### src/rtl/mgsc_pkg.sv
// shared types, constants and register reset values for the mouse gesture servo commander
`timescale 1ns / 1ps
`default_nettype none

package mgsc_pkg;

   // configuration register indexes
   localparam logic [2:0] CSR_DEAD_ZONE = 3'd0;
   localparam logic [2:0] CSR_PAN_MAX   = 3'd1;
   localparam logic [2:0] CSR_PAN_MIN   = 3'd2;
   localparam logic [2:0] CSR_TILT_MAX  = 3'd3;
   localparam logic [2:0] CSR_TILT_MIN  = 3'd4;
   localparam logic [2:0] CSR_PAN_ID    = 3'd5;
   localparam logic [2:0] CSR_TILT_ID   = 3'd6;

   localparam int CSR_INDEX_W = 3;
   localparam int CSR_DATA_W  = 10;

   // register reset values
   localparam logic [7:0] DEAD_ZONE_RST = 8'd5;
   localparam logic [9:0] PAN_MAX_RST   = 10'd850;
   localparam logic [9:0] PAN_MIN_RST   = 10'd240;
   localparam logic [9:0] TILT_MAX_RST  = 10'd812;
   localparam logic [9:0] TILT_MIN_RST  = 10'd212;
   localparam logic [7:0] PAN_ID_RST    = 8'd1;
   localparam logic [7:0] TILT_ID_RST   = 8'd2;

   // servo position reset values
   localparam logic [9:0] PAN_POS_RST  = 10'd550;
   localparam logic [9:0] TILT_POS_RST = 10'd512;

   localparam logic [14:0] COUNT_MAX = 15'h7FFF;
   localparam int          DIV_STEPS = 16;

   // packet bytes
   localparam logic [7:0] SYNC_BYTE   = 8'hFF;
   localparam logic [7:0] WR_LEN      = 8'h07;
   localparam logic [7:0] WR_INST     = 8'h04;
   localparam logic [7:0] WR_ADDR     = 8'h1E;
   localparam logic [7:0] WR_SPD_LO   = 8'hFF;
   localparam logic [7:0] WR_SPD_HI   = 8'h03;
   localparam logic [7:0] WR_SUM_FIX  = 8'(WR_LEN + WR_INST + WR_ADDR + WR_SPD_LO + WR_SPD_HI);
   localparam logic [7:0] BCAST_ID    = 8'hFE;
   localparam logic [7:0] ACT_LEN     = 8'h02;
   localparam logic [7:0] ACT_INST    = 8'h05;
   localparam logic [7:0] ACT_CHK     = 8'hFA;

   localparam logic [3:0] WR_LAST_IDX  = 4'd10;
   localparam logic [3:0] ACT_LAST_IDX = 4'd5;

   typedef struct packed {
      logic signed [15:0] mouse_x;
      logic signed [15:0] mouse_y;
   } req_type;

   typedef struct packed {
      logic [7:0] tx_byte;
      logic       last_byte;
   } rsp_type;

   typedef struct packed {
      logic [7:0] dead_zone;
      logic [9:0] pan_max;
      logic [9:0] pan_min;
      logic [9:0] tilt_max;
      logic [9:0] tilt_min;
      logic [7:0] pan_id;
      logic [7:0] tilt_id;
   } cfg_type;

   // one frame's servo moves, handed from front to back
   typedef struct packed {
      logic       pan_go;
      logic [9:0] pan_pos;
      logic       tilt_go;
      logic [9:0] tilt_pos;
   } cmd_type;

   typedef enum logic [3:0] {
      F_IDLE = 4'b0001,
      F_DIVX = 4'b0010,
      F_DIVY = 4'b0100,
      F_MOVE = 4'b1000
   } front_state_type;

   typedef enum logic [3:0] {
      B_IDLE = 4'b0001,
      B_PAN  = 4'b0010,
      B_TILT = 4'b0100,
      B_ACT  = 4'b1000
   } back_state_type;

endpackage

`default_nettype wire

### src/rtl/mgsc_div.sv
// iterative signed-by-unsigned divider, one quotient bit per cycle, truncating toward zero
`timescale 1ns / 1ps
`default_nettype none

module mgsc_div import mgsc_pkg::*; (
   input  wire logic        clock,
   input  wire logic        reset,
   input  wire logic        start,
   input  wire logic [15:0] num,
   input  wire logic [14:0] den,
   output logic             done,
   output logic [15:0]      quot
);

   logic        busy_ff, busy_in;
   logic        done_ff, done_in;
   logic [3:0]  cnt_ff, cnt_in;
   logic        neg_ff, neg_in;
   logic        zden_ff, zden_in;
   logic [14:0] den_ff, den_in;
   logic [15:0] rem_ff, rem_in;
   logic [15:0] dvd_ff, dvd_in;

   logic [16:0] trial;
   logic [16:0] diff;
   logic        fits;

   always_comb begin
      busy_in = busy_ff;
      done_in = 1'b0;
      cnt_in  = cnt_ff;
      neg_in  = neg_ff;
      zden_in = zden_ff;
      den_in  = den_ff;
      rem_in  = rem_ff;
      dvd_in  = dvd_ff;
      trial   = {rem_ff, dvd_ff[15]};
      diff    = trial - {2'b00, den_ff};
      fits    = (trial >= {2'b00, den_ff});
      if (start) begin
         busy_in = 1'b1;
         cnt_in  = 4'd0;
         neg_in  = num[15];
         zden_in = (den == 15'd0);
         den_in  = den;
         rem_in  = 16'd0;
         dvd_in  = num[15] ? (~num + 16'd1) : num;
      end else if (busy_ff) begin
         rem_in = fits ? diff[15:0] : trial[15:0];
         dvd_in = {dvd_ff[14:0], fits};
         cnt_in = cnt_ff + 4'd1;
         if (cnt_ff == 4'(DIV_STEPS - 1)) begin
            busy_in = 1'b0;
            done_in = 1'b1;
         end
      end
   end

   always_ff @(posedge clock) begin
      if (reset) begin
         busy_ff <= 1'b0;
         done_ff <= 1'b0;
      end else begin
         busy_ff <= busy_in;
         done_ff <= done_in;
      end
      cnt_ff  <= cnt_in;
      neg_ff  <= neg_in;
      zden_ff <= zden_in;
      den_ff  <= den_in;
      rem_ff  <= rem_in;
      dvd_ff  <= dvd_in;
   end

   assign done = done_ff;
   assign quot = zden_ff ? 16'd0 : (neg_ff ? (~dvd_ff + 16'd1) : dvd_ff);

endmodule

`default_nettype wire

### src/rtl/mgsc_front.sv
// front end: gesture averaging per axis, dead zone test and servo position update
`timescale 1ns / 1ps
`default_nettype none

module mgsc_front import mgsc_pkg::*; (
   input  wire logic    clock,
   input  wire logic    reset,
   input  wire cfg_type cfg,
   input  wire logic    req_push,
   input  wire req_type req_data,
   output logic         req_full,
   output logic         q_push,
   output cmd_type      q_data,
   input  wire logic    q_full
);

   front_state_type state_ff, state_in;

   logic        start_ff, start_in;
   logic        x_act_ff, x_act_in, y_act_ff, y_act_in;
   logic [14:0] x_cnt_ff, x_cnt_in, y_cnt_ff, y_cnt_in;
   logic [15:0] x_sum_ff, x_sum_in, y_sum_ff, y_sum_in;
   logic [15:0] x_pend_ff, x_pend_in, y_pend_ff, y_pend_in;
   logic [9:0]  pan_ff, pan_in, tilt_ff, tilt_in;
   logic        y_end_ff, y_end_in;
   logic [15:0] x_num_ff, x_num_in, y_num_ff, y_num_in;
   logic [14:0] x_den_ff, x_den_in, y_den_ff, y_den_in;

   logic        div_done;
   logic [15:0] div_quot;
   logic [15:0] div_num;
   logic [14:0] div_den;

   logic [15:0]        x_mag, y_mag;
   logic               pan_go, tilt_go;
   logic signed [17:0] pan_wide, tilt_wide;
   logic [9:0]         pan_new, tilt_new;

   function automatic logic [9:0] clamp_pos(logic signed [17:0] v, logic [9:0] hi,
                                            logic [9:0] lo);
      logic signed [17:0] t;
      t = v;
      if (t > $signed({8'd0, hi})) t = $signed({8'd0, hi});
      if (t < $signed({8'd0, lo})) t = $signed({8'd0, lo});
      return t[9:0];
   endfunction

   assign div_num = (state_ff == F_DIVY) ? y_num_ff : x_num_ff;
   assign div_den = (state_ff == F_DIVY) ? y_den_ff : x_den_ff;

   mgsc_div u_div (
      .clock (clock),
      .reset (reset),
      .start (start_ff),
      .num   (div_num),
      .den   (div_den),
      .done  (div_done),
      .quot  (div_quot)
   );

   always_comb begin
      x_mag     = x_pend_ff[15] ? (~x_pend_ff + 16'd1) : x_pend_ff;
      y_mag     = y_pend_ff[15] ? (~y_pend_ff + 16'd1) : y_pend_ff;
      pan_go    = (x_mag > {8'd0, cfg.dead_zone});
      tilt_go   = (y_mag > {8'd0, cfg.dead_zone});
      pan_wide  = $signed({8'd0, pan_ff}) - $signed({{2{x_pend_ff[15]}}, x_pend_ff});
      tilt_wide = $signed({8'd0, tilt_ff}) + $signed({{2{y_pend_ff[15]}}, y_pend_ff});
      pan_new   = clamp_pos(pan_wide, cfg.pan_max, cfg.pan_min);
      tilt_new  = clamp_pos(tilt_wide, cfg.tilt_max, cfg.tilt_min);
   end

   always_comb begin
      state_in  = state_ff;
      start_in  = 1'b0;
      x_act_in  = x_act_ff;
      y_act_in  = y_act_ff;
      x_cnt_in  = x_cnt_ff;
      y_cnt_in  = y_cnt_ff;
      x_sum_in  = x_sum_ff;
      y_sum_in  = y_sum_ff;
      x_pend_in = x_pend_ff;
      y_pend_in = y_pend_ff;
      pan_in    = pan_ff;
      tilt_in   = tilt_ff;
      y_end_in  = y_end_ff;
      x_num_in  = x_num_ff;
      y_num_in  = y_num_ff;
      x_den_in  = x_den_ff;
      y_den_in  = y_den_ff;
      q_push    = 1'b0;
      q_data    = '{pan_go: pan_go, pan_pos: pan_new, tilt_go: tilt_go, tilt_pos: tilt_new};
      unique case (state_ff)
         F_IDLE: begin
            if (req_push) begin
               y_end_in = 1'b0;
               state_in = F_MOVE;
               if (req_data.mouse_x != 16'sd0) begin
                  x_act_in = 1'b1;
                  if (x_cnt_ff != COUNT_MAX) x_cnt_in = x_cnt_ff + 15'd1;
                  x_sum_in = x_sum_ff + $unsigned(req_data.mouse_x);
               end else if (x_act_ff) begin
                  x_num_in = x_sum_ff;
                  x_den_in = x_cnt_ff;
                  x_act_in = 1'b0;
                  x_cnt_in = 15'd0;
                  x_sum_in = 16'd0;
                  state_in = F_DIVX;
                  start_in = 1'b1;
               end
               if (req_data.mouse_y != 16'sd0) begin
                  y_act_in = 1'b1;
                  if (y_cnt_ff != COUNT_MAX) y_cnt_in = y_cnt_ff + 15'd1;
                  y_sum_in = y_sum_ff + $unsigned(req_data.mouse_y);
               end else if (y_act_ff) begin
                  y_num_in = y_sum_ff;
                  y_den_in = y_cnt_ff;
                  y_act_in = 1'b0;
                  y_cnt_in = 15'd0;
                  y_sum_in = 16'd0;
                  y_end_in = 1'b1;
                  if (!(req_data.mouse_x == 16'sd0 && x_act_ff)) begin
                     state_in = F_DIVY;
                     start_in = 1'b1;
                  end
               end
            end
         end
         F_DIVX: begin
            if (div_done) begin
               x_pend_in = div_quot;
               if (y_end_ff) begin
                  state_in = F_DIVY;
                  start_in = 1'b1;
               end else begin
                  state_in = F_MOVE;
               end
            end
         end
         F_DIVY: begin
            if (div_done) begin
               y_pend_in = div_quot;
               state_in  = F_MOVE;
            end
         end
         F_MOVE: begin
            if (!q_full) begin
               q_push = 1'b1;
               if (pan_go) begin
                  pan_in    = pan_new;
                  x_pend_in = 16'd0;
               end
               if (tilt_go) begin
                  tilt_in   = tilt_new;
                  y_pend_in = 16'd0;
               end
               state_in = F_IDLE;
            end
         end
         default: state_in = F_IDLE;
      endcase
   end

   always_ff @(posedge clock) begin
      if (reset) begin
         state_ff  <= F_IDLE;
         start_ff  <= 1'b0;
         x_act_ff  <= 1'b0;
         y_act_ff  <= 1'b0;
         x_cnt_ff  <= 15'd0;
         y_cnt_ff  <= 15'd0;
         x_sum_ff  <= 16'd0;
         y_sum_ff  <= 16'd0;
         x_pend_ff <= 16'd0;
         y_pend_ff <= 16'd0;
         pan_ff    <= PAN_POS_RST;
         tilt_ff   <= TILT_POS_RST;
         y_end_ff  <= 1'b0;
      end else begin
         state_ff  <= state_in;
         start_ff  <= start_in;
         x_act_ff  <= x_act_in;
         y_act_ff  <= y_act_in;
         x_cnt_ff  <= x_cnt_in;
         y_cnt_ff  <= y_cnt_in;
         x_sum_ff  <= x_sum_in;
         y_sum_ff  <= y_sum_in;
         x_pend_ff <= x_pend_in;
         y_pend_ff <= y_pend_in;
         pan_ff    <= pan_in;
         tilt_ff   <= tilt_in;
         y_end_ff  <= y_end_in;
      end
      x_num_ff <= x_num_in;
      y_num_ff <= y_num_in;
      x_den_ff <= x_den_in;
      y_den_ff <= y_den_in;
   end

   assign req_full = (state_ff != F_IDLE);

endmodule

`default_nettype wire

### src/rtl/mgsc_cmdq.sv
// two-entry command queue between front and back
`timescale 1ns / 1ps
`default_nettype none

module mgsc_cmdq import mgsc_pkg::*; (
   input  wire logic    clock,
   input  wire logic    reset,
   input  wire logic    push,
   input  wire cmd_type push_data,
   output logic         full,
   input  wire logic    pop,
   output cmd_type      head,
   output logic         empty
);

   cmd_type    mem_ff [2];
   logic       wr_ptr_ff, wr_ptr_in;
   logic       rd_ptr_ff, rd_ptr_in;
   logic [1:0] cnt_ff, cnt_in;
   logic       do_push, do_pop;

   assign full    = (cnt_ff == 2'd2);
   assign empty   = (cnt_ff == 2'd0);
   assign do_push = push && !full;
   assign do_pop  = pop && !empty;
   assign head    = mem_ff[rd_ptr_ff];

   always_comb begin
      wr_ptr_in = do_push ? ~wr_ptr_ff : wr_ptr_ff;
      rd_ptr_in = do_pop ? ~rd_ptr_ff : rd_ptr_ff;
      cnt_in    = cnt_ff + {1'b0, do_push} - {1'b0, do_pop};
   end

   always_ff @(posedge clock) begin
      if (reset) begin
         wr_ptr_ff <= 1'b0;
         rd_ptr_ff <= 1'b0;
         cnt_ff    <= 2'd0;
      end else begin
         wr_ptr_ff <= wr_ptr_in;
         rd_ptr_ff <= rd_ptr_in;
         cnt_ff    <= cnt_in;
      end
      if (do_push) mem_ff[wr_ptr_ff] <= push_data;
   end

endmodule

`default_nettype wire

### src/rtl/mgsc_back.sv
// back end: packet serializer with registered output word
`timescale 1ns / 1ps
`default_nettype none

module mgsc_back import mgsc_pkg::*; (
   input  wire logic    clock,
   input  wire logic    reset,
   input  wire cfg_type cfg,
   input  wire logic    q_empty,
   input  wire cmd_type q_head,
   output logic         q_pop,
   output logic         rsp_empty,
   output rsp_type      rsp_data,
   input  wire logic    rsp_pop
);

   back_state_type state_ff, state_in;
   logic [3:0]     idx_ff, idx_in;
   logic           out_vld_ff, out_vld_in;
   rsp_type        out_ff, out_in;

   logic       load;
   logic [7:0] wr_id;
   logic [9:0] wr_pos;
   logic [7:0] wr_byte;
   logic [7:0] act_byte;

   always_comb begin
      wr_id  = (state_ff == B_TILT) ? cfg.tilt_id : cfg.pan_id;
      wr_pos = (state_ff == B_TILT) ? q_head.tilt_pos : q_head.pan_pos;
      case (idx_ff) inside
         4'd0, 4'd1: wr_byte = SYNC_BYTE;
         4'd2:       wr_byte = wr_id;
         4'd3:       wr_byte = WR_LEN;
         4'd4:       wr_byte = WR_INST;
         4'd5:       wr_byte = WR_ADDR;
         4'd6:       wr_byte = wr_pos[7:0];
         4'd7:       wr_byte = {6'd0, wr_pos[9:8]};
         4'd8:       wr_byte = WR_SPD_LO;
         4'd9:       wr_byte = WR_SPD_HI;
         default:    wr_byte = ~(wr_id + wr_pos[7:0] + {6'd0, wr_pos[9:8]} + WR_SUM_FIX);
      endcase
      case (idx_ff) inside
         4'd0, 4'd1: act_byte = SYNC_BYTE;
         4'd2:       act_byte = BCAST_ID;
         4'd3:       act_byte = ACT_LEN;
         4'd4:       act_byte = ACT_INST;
         default:    act_byte = ACT_CHK;
      endcase
   end

   assign load = !out_vld_ff || rsp_pop;

   always_comb begin
      state_in   = state_ff;
      idx_in     = idx_ff;
      out_vld_in = out_vld_ff;
      out_in     = out_ff;
      q_pop      = 1'b0;
      if (load) out_vld_in = 1'b0;
      unique case (state_ff)
         B_IDLE: begin
            if (!q_empty) begin
               idx_in = 4'd0;
               if (q_head.pan_go)       state_in = B_PAN;
               else if (q_head.tilt_go) state_in = B_TILT;
               else                     state_in = B_ACT;
            end
         end
         B_PAN, B_TILT: begin
            if (load) begin
               out_vld_in       = 1'b1;
               out_in.tx_byte   = wr_byte;
               out_in.last_byte = 1'b0;
               if (idx_ff == WR_LAST_IDX) begin
                  idx_in   = 4'd0;
                  state_in = (state_ff == B_PAN && q_head.tilt_go) ? B_TILT : B_ACT;
               end else begin
                  idx_in = idx_ff + 4'd1;
               end
            end
         end
         B_ACT: begin
            if (load) begin
               out_vld_in       = 1'b1;
               out_in.tx_byte   = act_byte;
               out_in.last_byte = (idx_ff == ACT_LAST_IDX);
               if (idx_ff == ACT_LAST_IDX) begin
                  q_pop    = 1'b1;
                  state_in = B_IDLE;
               end else begin
                  idx_in = idx_ff + 4'd1;
               end
            end
         end
         default: state_in = B_IDLE;
      endcase
   end

   always_ff @(posedge clock) begin
      if (reset) begin
         state_ff   <= B_IDLE;
         idx_ff     <= 4'd0;
         out_vld_ff <= 1'b0;
      end else begin
         state_ff   <= state_in;
         idx_ff     <= idx_in;
         out_vld_ff <= out_vld_in;
      end
      out_ff <= out_in;
   end

   assign rsp_empty = !out_vld_ff;
   assign rsp_data  = out_ff;

endmodule

`default_nettype wire

### src/rtl/mouse_gesture_servo_commander_top.sv
// top level: configuration registers, front end, command queue and packet back end
//
// req_push/req_full take one word per frame: mouse_x and mouse_y motion.
// rsp_empty/rsp_pop hand out the packet bytes, one word per byte; last_byte
// marks the final byte caused by a frame. Each frame gives 6, 17 or 28 bytes:
// an 11-byte write packet per servo that moves, then a 6-byte action packet.
// csr_we/csr_index/csr_wdata write the registers; write them only while idle.
// The front end runs the shared divider for each axis whose gesture ends,
// and the divider yields one quotient bit per cycle; req_full is high
// from the accepting edge until the frame's moves are queued.
// The back end emits one byte per cycle while the receiver keeps taking
// them, and passes through an idle state between frames.
// A two-entry queue sits between the two ends; when the receiver stalls,
// the output word holds, the queue fills and req_full stays high.
// Reset is synchronous: registers return to their defaults, gestures and
// pending averages clear, pan goes to 550 and tilt to 512, and no word waits.
`timescale 1ns / 1ps
`default_nettype none

module mouse_gesture_servo_commander_top import mgsc_pkg::*; (
   input  wire logic                   clock,
   input  wire logic                   reset,
   input  wire logic                   req_push,
   input  wire req_type                req_data,
   output logic                        req_full,
   output logic                        rsp_empty,
   output rsp_type                     rsp_data,
   input  wire logic                   rsp_pop,
   input  wire logic                   csr_we,
   input  wire logic [CSR_INDEX_W-1:0] csr_index,
   input  wire logic [CSR_DATA_W-1:0]  csr_wdata
);

   cfg_type cfg_ff, cfg_in;

   logic    q_push, q_full, q_pop, q_empty;
   cmd_type q_wdata, q_head;

   always_comb begin
      cfg_in = cfg_ff;
      if (csr_we) begin
         unique case (csr_index)
            CSR_DEAD_ZONE: cfg_in.dead_zone = csr_wdata[7:0];
            CSR_PAN_MAX:   cfg_in.pan_max   = csr_wdata;
            CSR_PAN_MIN:   cfg_in.pan_min   = csr_wdata;
            CSR_TILT_MAX:  cfg_in.tilt_max  = csr_wdata;
            CSR_TILT_MIN:  cfg_in.tilt_min  = csr_wdata;
            CSR_PAN_ID:    cfg_in.pan_id    = csr_wdata[7:0];
            CSR_TILT_ID:   cfg_in.tilt_id   = csr_wdata[7:0];
            default:       cfg_in = cfg_ff;
         endcase
      end
   end

   always_ff @(posedge clock) begin
      if (reset) begin
         cfg_ff <= '{dead_zone: DEAD_ZONE_RST, pan_max: PAN_MAX_RST, pan_min: PAN_MIN_RST,
                     tilt_max: TILT_MAX_RST, tilt_min: TILT_MIN_RST,
                     pan_id: PAN_ID_RST, tilt_id: TILT_ID_RST};
      end else begin
         cfg_ff <= cfg_in;
      end
   end

   mgsc_front u_front (
      .clock    (clock),
      .reset    (reset),
      .cfg      (cfg_ff),
      .req_push (req_push),
      .req_data (req_data),
      .req_full (req_full),
      .q_push   (q_push),
      .q_data   (q_wdata),
      .q_full   (q_full)
   );

   mgsc_cmdq u_cmdq (
      .clock     (clock),
      .reset     (reset),
      .push      (q_push),
      .push_data (q_wdata),
      .full      (q_full),
      .pop       (q_pop),
      .head      (q_head),
      .empty     (q_empty)
   );

   mgsc_back u_back (
      .clock     (clock),
      .reset     (reset),
      .cfg       (cfg_ff),
      .q_empty   (q_empty),
      .q_head    (q_head),
      .q_pop     (q_pop),
      .rsp_empty (rsp_empty),
      .rsp_data  (rsp_data),
      .rsp_pop   (rsp_pop)
   );

endmodule

`default_nettype wire

### config.mk
export PLATFORM = sky130hd
export DESIGN_NAME = mouse_gesture_servo_commander_top
export DESIGN_NICKNAME = d
export VERILOG_FILES = /design/src/rtl/mgsc_pkg.sv /design/src/rtl/mgsc_div.sv /design/src/rtl/mgsc_front.sv /design/src/rtl/mgsc_cmdq.sv /design/src/rtl/mgsc_back.sv /design/src/rtl/mouse_gesture_servo_commander_top.sv
export SDC_FILE = /design/constraint.sdc
export NUM_CORES = 1
export LEC_CHECK = 0
export BUFFER_PORTS_ARGS = -buffer_cell sky130_fd_sc_hd__buf_4
export CORE_MARGIN = 8
export CORE_UTILIZATION = 40
export CTS_CLUSTER_SIZE = 12
export DETAILED_ROUTE_END_ITERATION = 12
export GPL_ROUTABILITY_DRIVEN = 0
export PLACE_DENSITY = 0.55
export SYNTH_ARGS = -nofsm -noshare
export SYNTH_HDL_FRONTEND = slang
export SYNTH_SLANG_ARGS = --single-unit
### constraint.sdc
create_clock -name clock -period 5.63 [get_ports clock]
set_clock_uncertainty 0.2 [all_clocks]
set_input_delay 0.8445 -clock clock [delete_from_list [all_inputs] [get_ports clock]]
set_output_delay 0.8445 -clock clock [all_outputs]
set_load 0.01 [all_outputs]
==> results.yml <==
worst_setup_path:
  cp_slowest_cell: "fa_2"
  timing.critical_path.to_type: "flip-flop"
  worstSetupStartpointType: "flip-flop"
  slowest_delay_ps: 570
  cpLargestDelayFamily: "compound AO/OA/AOI/OAI gates"
  setup.worst_path.class: "flip-flop to flip-flop"
  timing.critical_path.arrival_ps: 6100
  critical_path_peak_fanout: 6
  worst-path-buf-inv: 3
  required_ps: 5880
die:
  core_area_um2: 52600
  initial_utilization: 0.404
  row_count: 84
  chipWidth_um: 246
  die-height_um: 246
  design.die.area_um2: 60700
  io_pins: 61
power:
  leakage_power_uw: 0.00989
  intPower_uw: 4800
  comb_power_share: 0.135
  total_power_uw: 6530
  clock_power_share: 0.414
  sw_share: 0.265
  power_per_cell_area_nw_per_um2: 261
  power_switching_uw: 1730
  portion_of_total_power_attributed_to_sequential_cells: 0.451
  peakVddDrop_v: 0.000203
grt:
  number_of_antenna_violations_at_the_first_check_in_global_routing: 0
  first_global_vias: 16300
  globalRoute.totalOverflow: 0
  grt_pass1_wl_um: 87600
  global_route.usage.total: 0.177
  grt_start_max_net_pins: 75
route:
  dr.pass1.iters: 8
  via_count: 16700
  postRouteWirelength_um: 55000
  post_drt_wl_per_cell_um: 17.6
  detail-route-antenna-nets: 0
  1st_iter_drt_viols: 954
  drc: 0
  post_drt_via_cell_ratio: 5.36
synthesis:
  postSynthAreaPerCell_um2: 9.46
  yosysTopAreaCellShare: 0.209
  yosys.cell_types.count: 99
  synth.area.top_cells: "dfxtp_1, edfxtp_1, ha_1"
  post-synth-top-count-cell: "nor2_1"
  most_used_dff_post_synth: "dfxtp_1"
  syn_area_um2: 21200
  postSynthRegisterBits: 370
  yosys_warnings: 0
  gate_count_post_synth: 2244
  synth-seq-area-share: 0.419
  synth_fp_nets: 2454
  post-synth-top-area-cell: "dfxtp_1"
  synth_async_sr_flop_share: 0
  synth-edff-count: 148
  post_synth_most_frequent_cells: "nor2_1, nand2_1, dfxtp_1"
timing:
  max_freq_mhz: 171
  number_of_endpoints_failing_setup_at_the_final_stage: 27
  fin_crit_sh: 1.04
  slew_violations: 0
  finalHoldViolations: 0
  timing.slew.headroom: 0.165
  unrepaired_setup_endpoints_after_global_routing: "true"
  worst-slew-pin-transition_ps: 1250
  finalWorstPathRequiredPeriod_ps: 5850
  timing.final.ws_setup_ps: -223
cts:
  clk-insertion-delay-late_ps: 590
  clock_tree.buffer_depth: 3
  clock_sink_count: 370
  number_of_hold_buffers_added_after_cts: 0
  cts_max_level: 2
  cts.root.buffer_cell: "clkbuf_16"
  tritoncts_clock_tree: "done"
  cts_buffers: 42
  clkTransAtPathRegs_ps: 60
finish:
  drive_gt1_frac: 0.169
  final_cell_count_no_fill: 3115
  final_design_area_no_fill_um2: 25000
  syn_to_final_growth_pct: 17.7
  final_util: 0.475
  insertedDiodeCount: 0
  final_net_count: 2603
placed_design:
  detailed_place_hpwl_um: 41200
  placedInstanceArea_um2: 23000
  placedCellCount: 3022
  numPortBuffers: 60
  post-place-ws_ps: -278
run_status:
  violations: "negative setup slack"
  status: "complete, but fails checks"
run:
  max-cap-violations: 0
worst_hold_path:
  min_path_type: "flip-flop to flip-flop"
layout make-up:
type | instances | area, um2
Inverter | 141 | 529
Multi-Input combinational cell | 1660 | 11900
Tap cell | 688 | 861
Fill cell | 4952 | 27600
Clock buffer | 62 | 1200
Clock inverter | 16 | 175
Sequential cell | 370 | 8900
Timing Repair Buffer | 178 | 1380
cell usage in the layout (no fill, tap or decap), drive strengths merged, types with 69 or more instances in the layout:
master  instances
nor2          270
nand2         238
dfxtp         222
buf           178
a21oi         158
ha            153
edfxtp        148
inv           141
xnor2          86
o21ai          77
mux2i          73
mux2           69
power groups by stage:
stage | logic, uW | registers [uW] | clock network [uW]
after global placement | 835 | 3000 | 0
after detailed placement | 857 | 3000 | 0
after CTS | 868 | 2940 | 2770
after global routing | 992 | 2950 | 2880
final | 882 | 2940 | 2700
after floorplan | 642 | 2970 | 0
metal layers:
metal	part of all wire	routed length [um]	global-route usage	vias up
li1	-	-	-	8319
met1	0.45	24700	0.231	7960
met2	0.48	26400	0.304	327
met3	0.044	2390	0.0234	80
met4	0.026	1410	0.0533	0
met5	0	0	0	-
tightest hold or removal path, delay by kind of cell (launching register included):
family,cells,cell delay (ps)
AO/OA/AOI/OAI,1,50
AND/OR/NAND/NOR,1,50
flip-flops,1,310
flip-flops by register name, summed over array words and instances, names as in the netlist, 16 cells and up, named ones only:
name                  count
u_front.x_pend_ff        16
u_front.y_sum_ff         16
u_cmdq.mem_ff            44
u_front.y_num_ff         16
u_front.x_num_ff         16
u_front.u_div.dvd_ff     16
u_front.x_sum_ff         16
u_front.u_div.rem_ff     16
u_front.y_pend_ff        16
cfg_ff                   64
worst paths after layout:
path / start / endpoint / slack, ps / depth (start not counted)
setup reg to reg: u_front.pan_ff[0] / u_front.pan_ff[6] / -220 / 31
hold / removal: cfg_ff[10] / cfg_ff[10] / 250 / 2
setup / recovery: u_front.pan_ff[0] / u_front.pan_ff[6] / -220 / 31
hold reg to reg: cfg_ff[10] / cfg_ff[10] / 250 / 2
what timing repair did:
| item | CTS | global route |
|---|---|---|
| buffers inserted | 9 | 8 |
| setup endpoints to repair | 58 | 60 |
| gates resized for setup | 32 | 45 |
| pin swaps | 26 | 30 |
cell families after synthesis:
| logic type | count (synthesis) | share of synthesized area |
|---|---|---|
| xor+xnor | 126 | 0.0520 |
| mux | 152 | 0.0833 |
| fa+ha+maj | 160 | 0.0968 |
| simple gates | 761 | 0.164 |
| flops | 370 | 0.419 |
| buf+inv | 214 | 0.0413 |
| compound gates | 461 | 0.144 |
stage by stage:
step	TNS [ps]	hold slack [ps]
6_report	-4680	254
5_1_grt	-12740	272
4_1_cts	-2790	255
3_5_place_dp	-10020	246
3_3_place_gp	-5990	218
2_1_floorplan	0	208
Power figures use the tool's default switching activity.
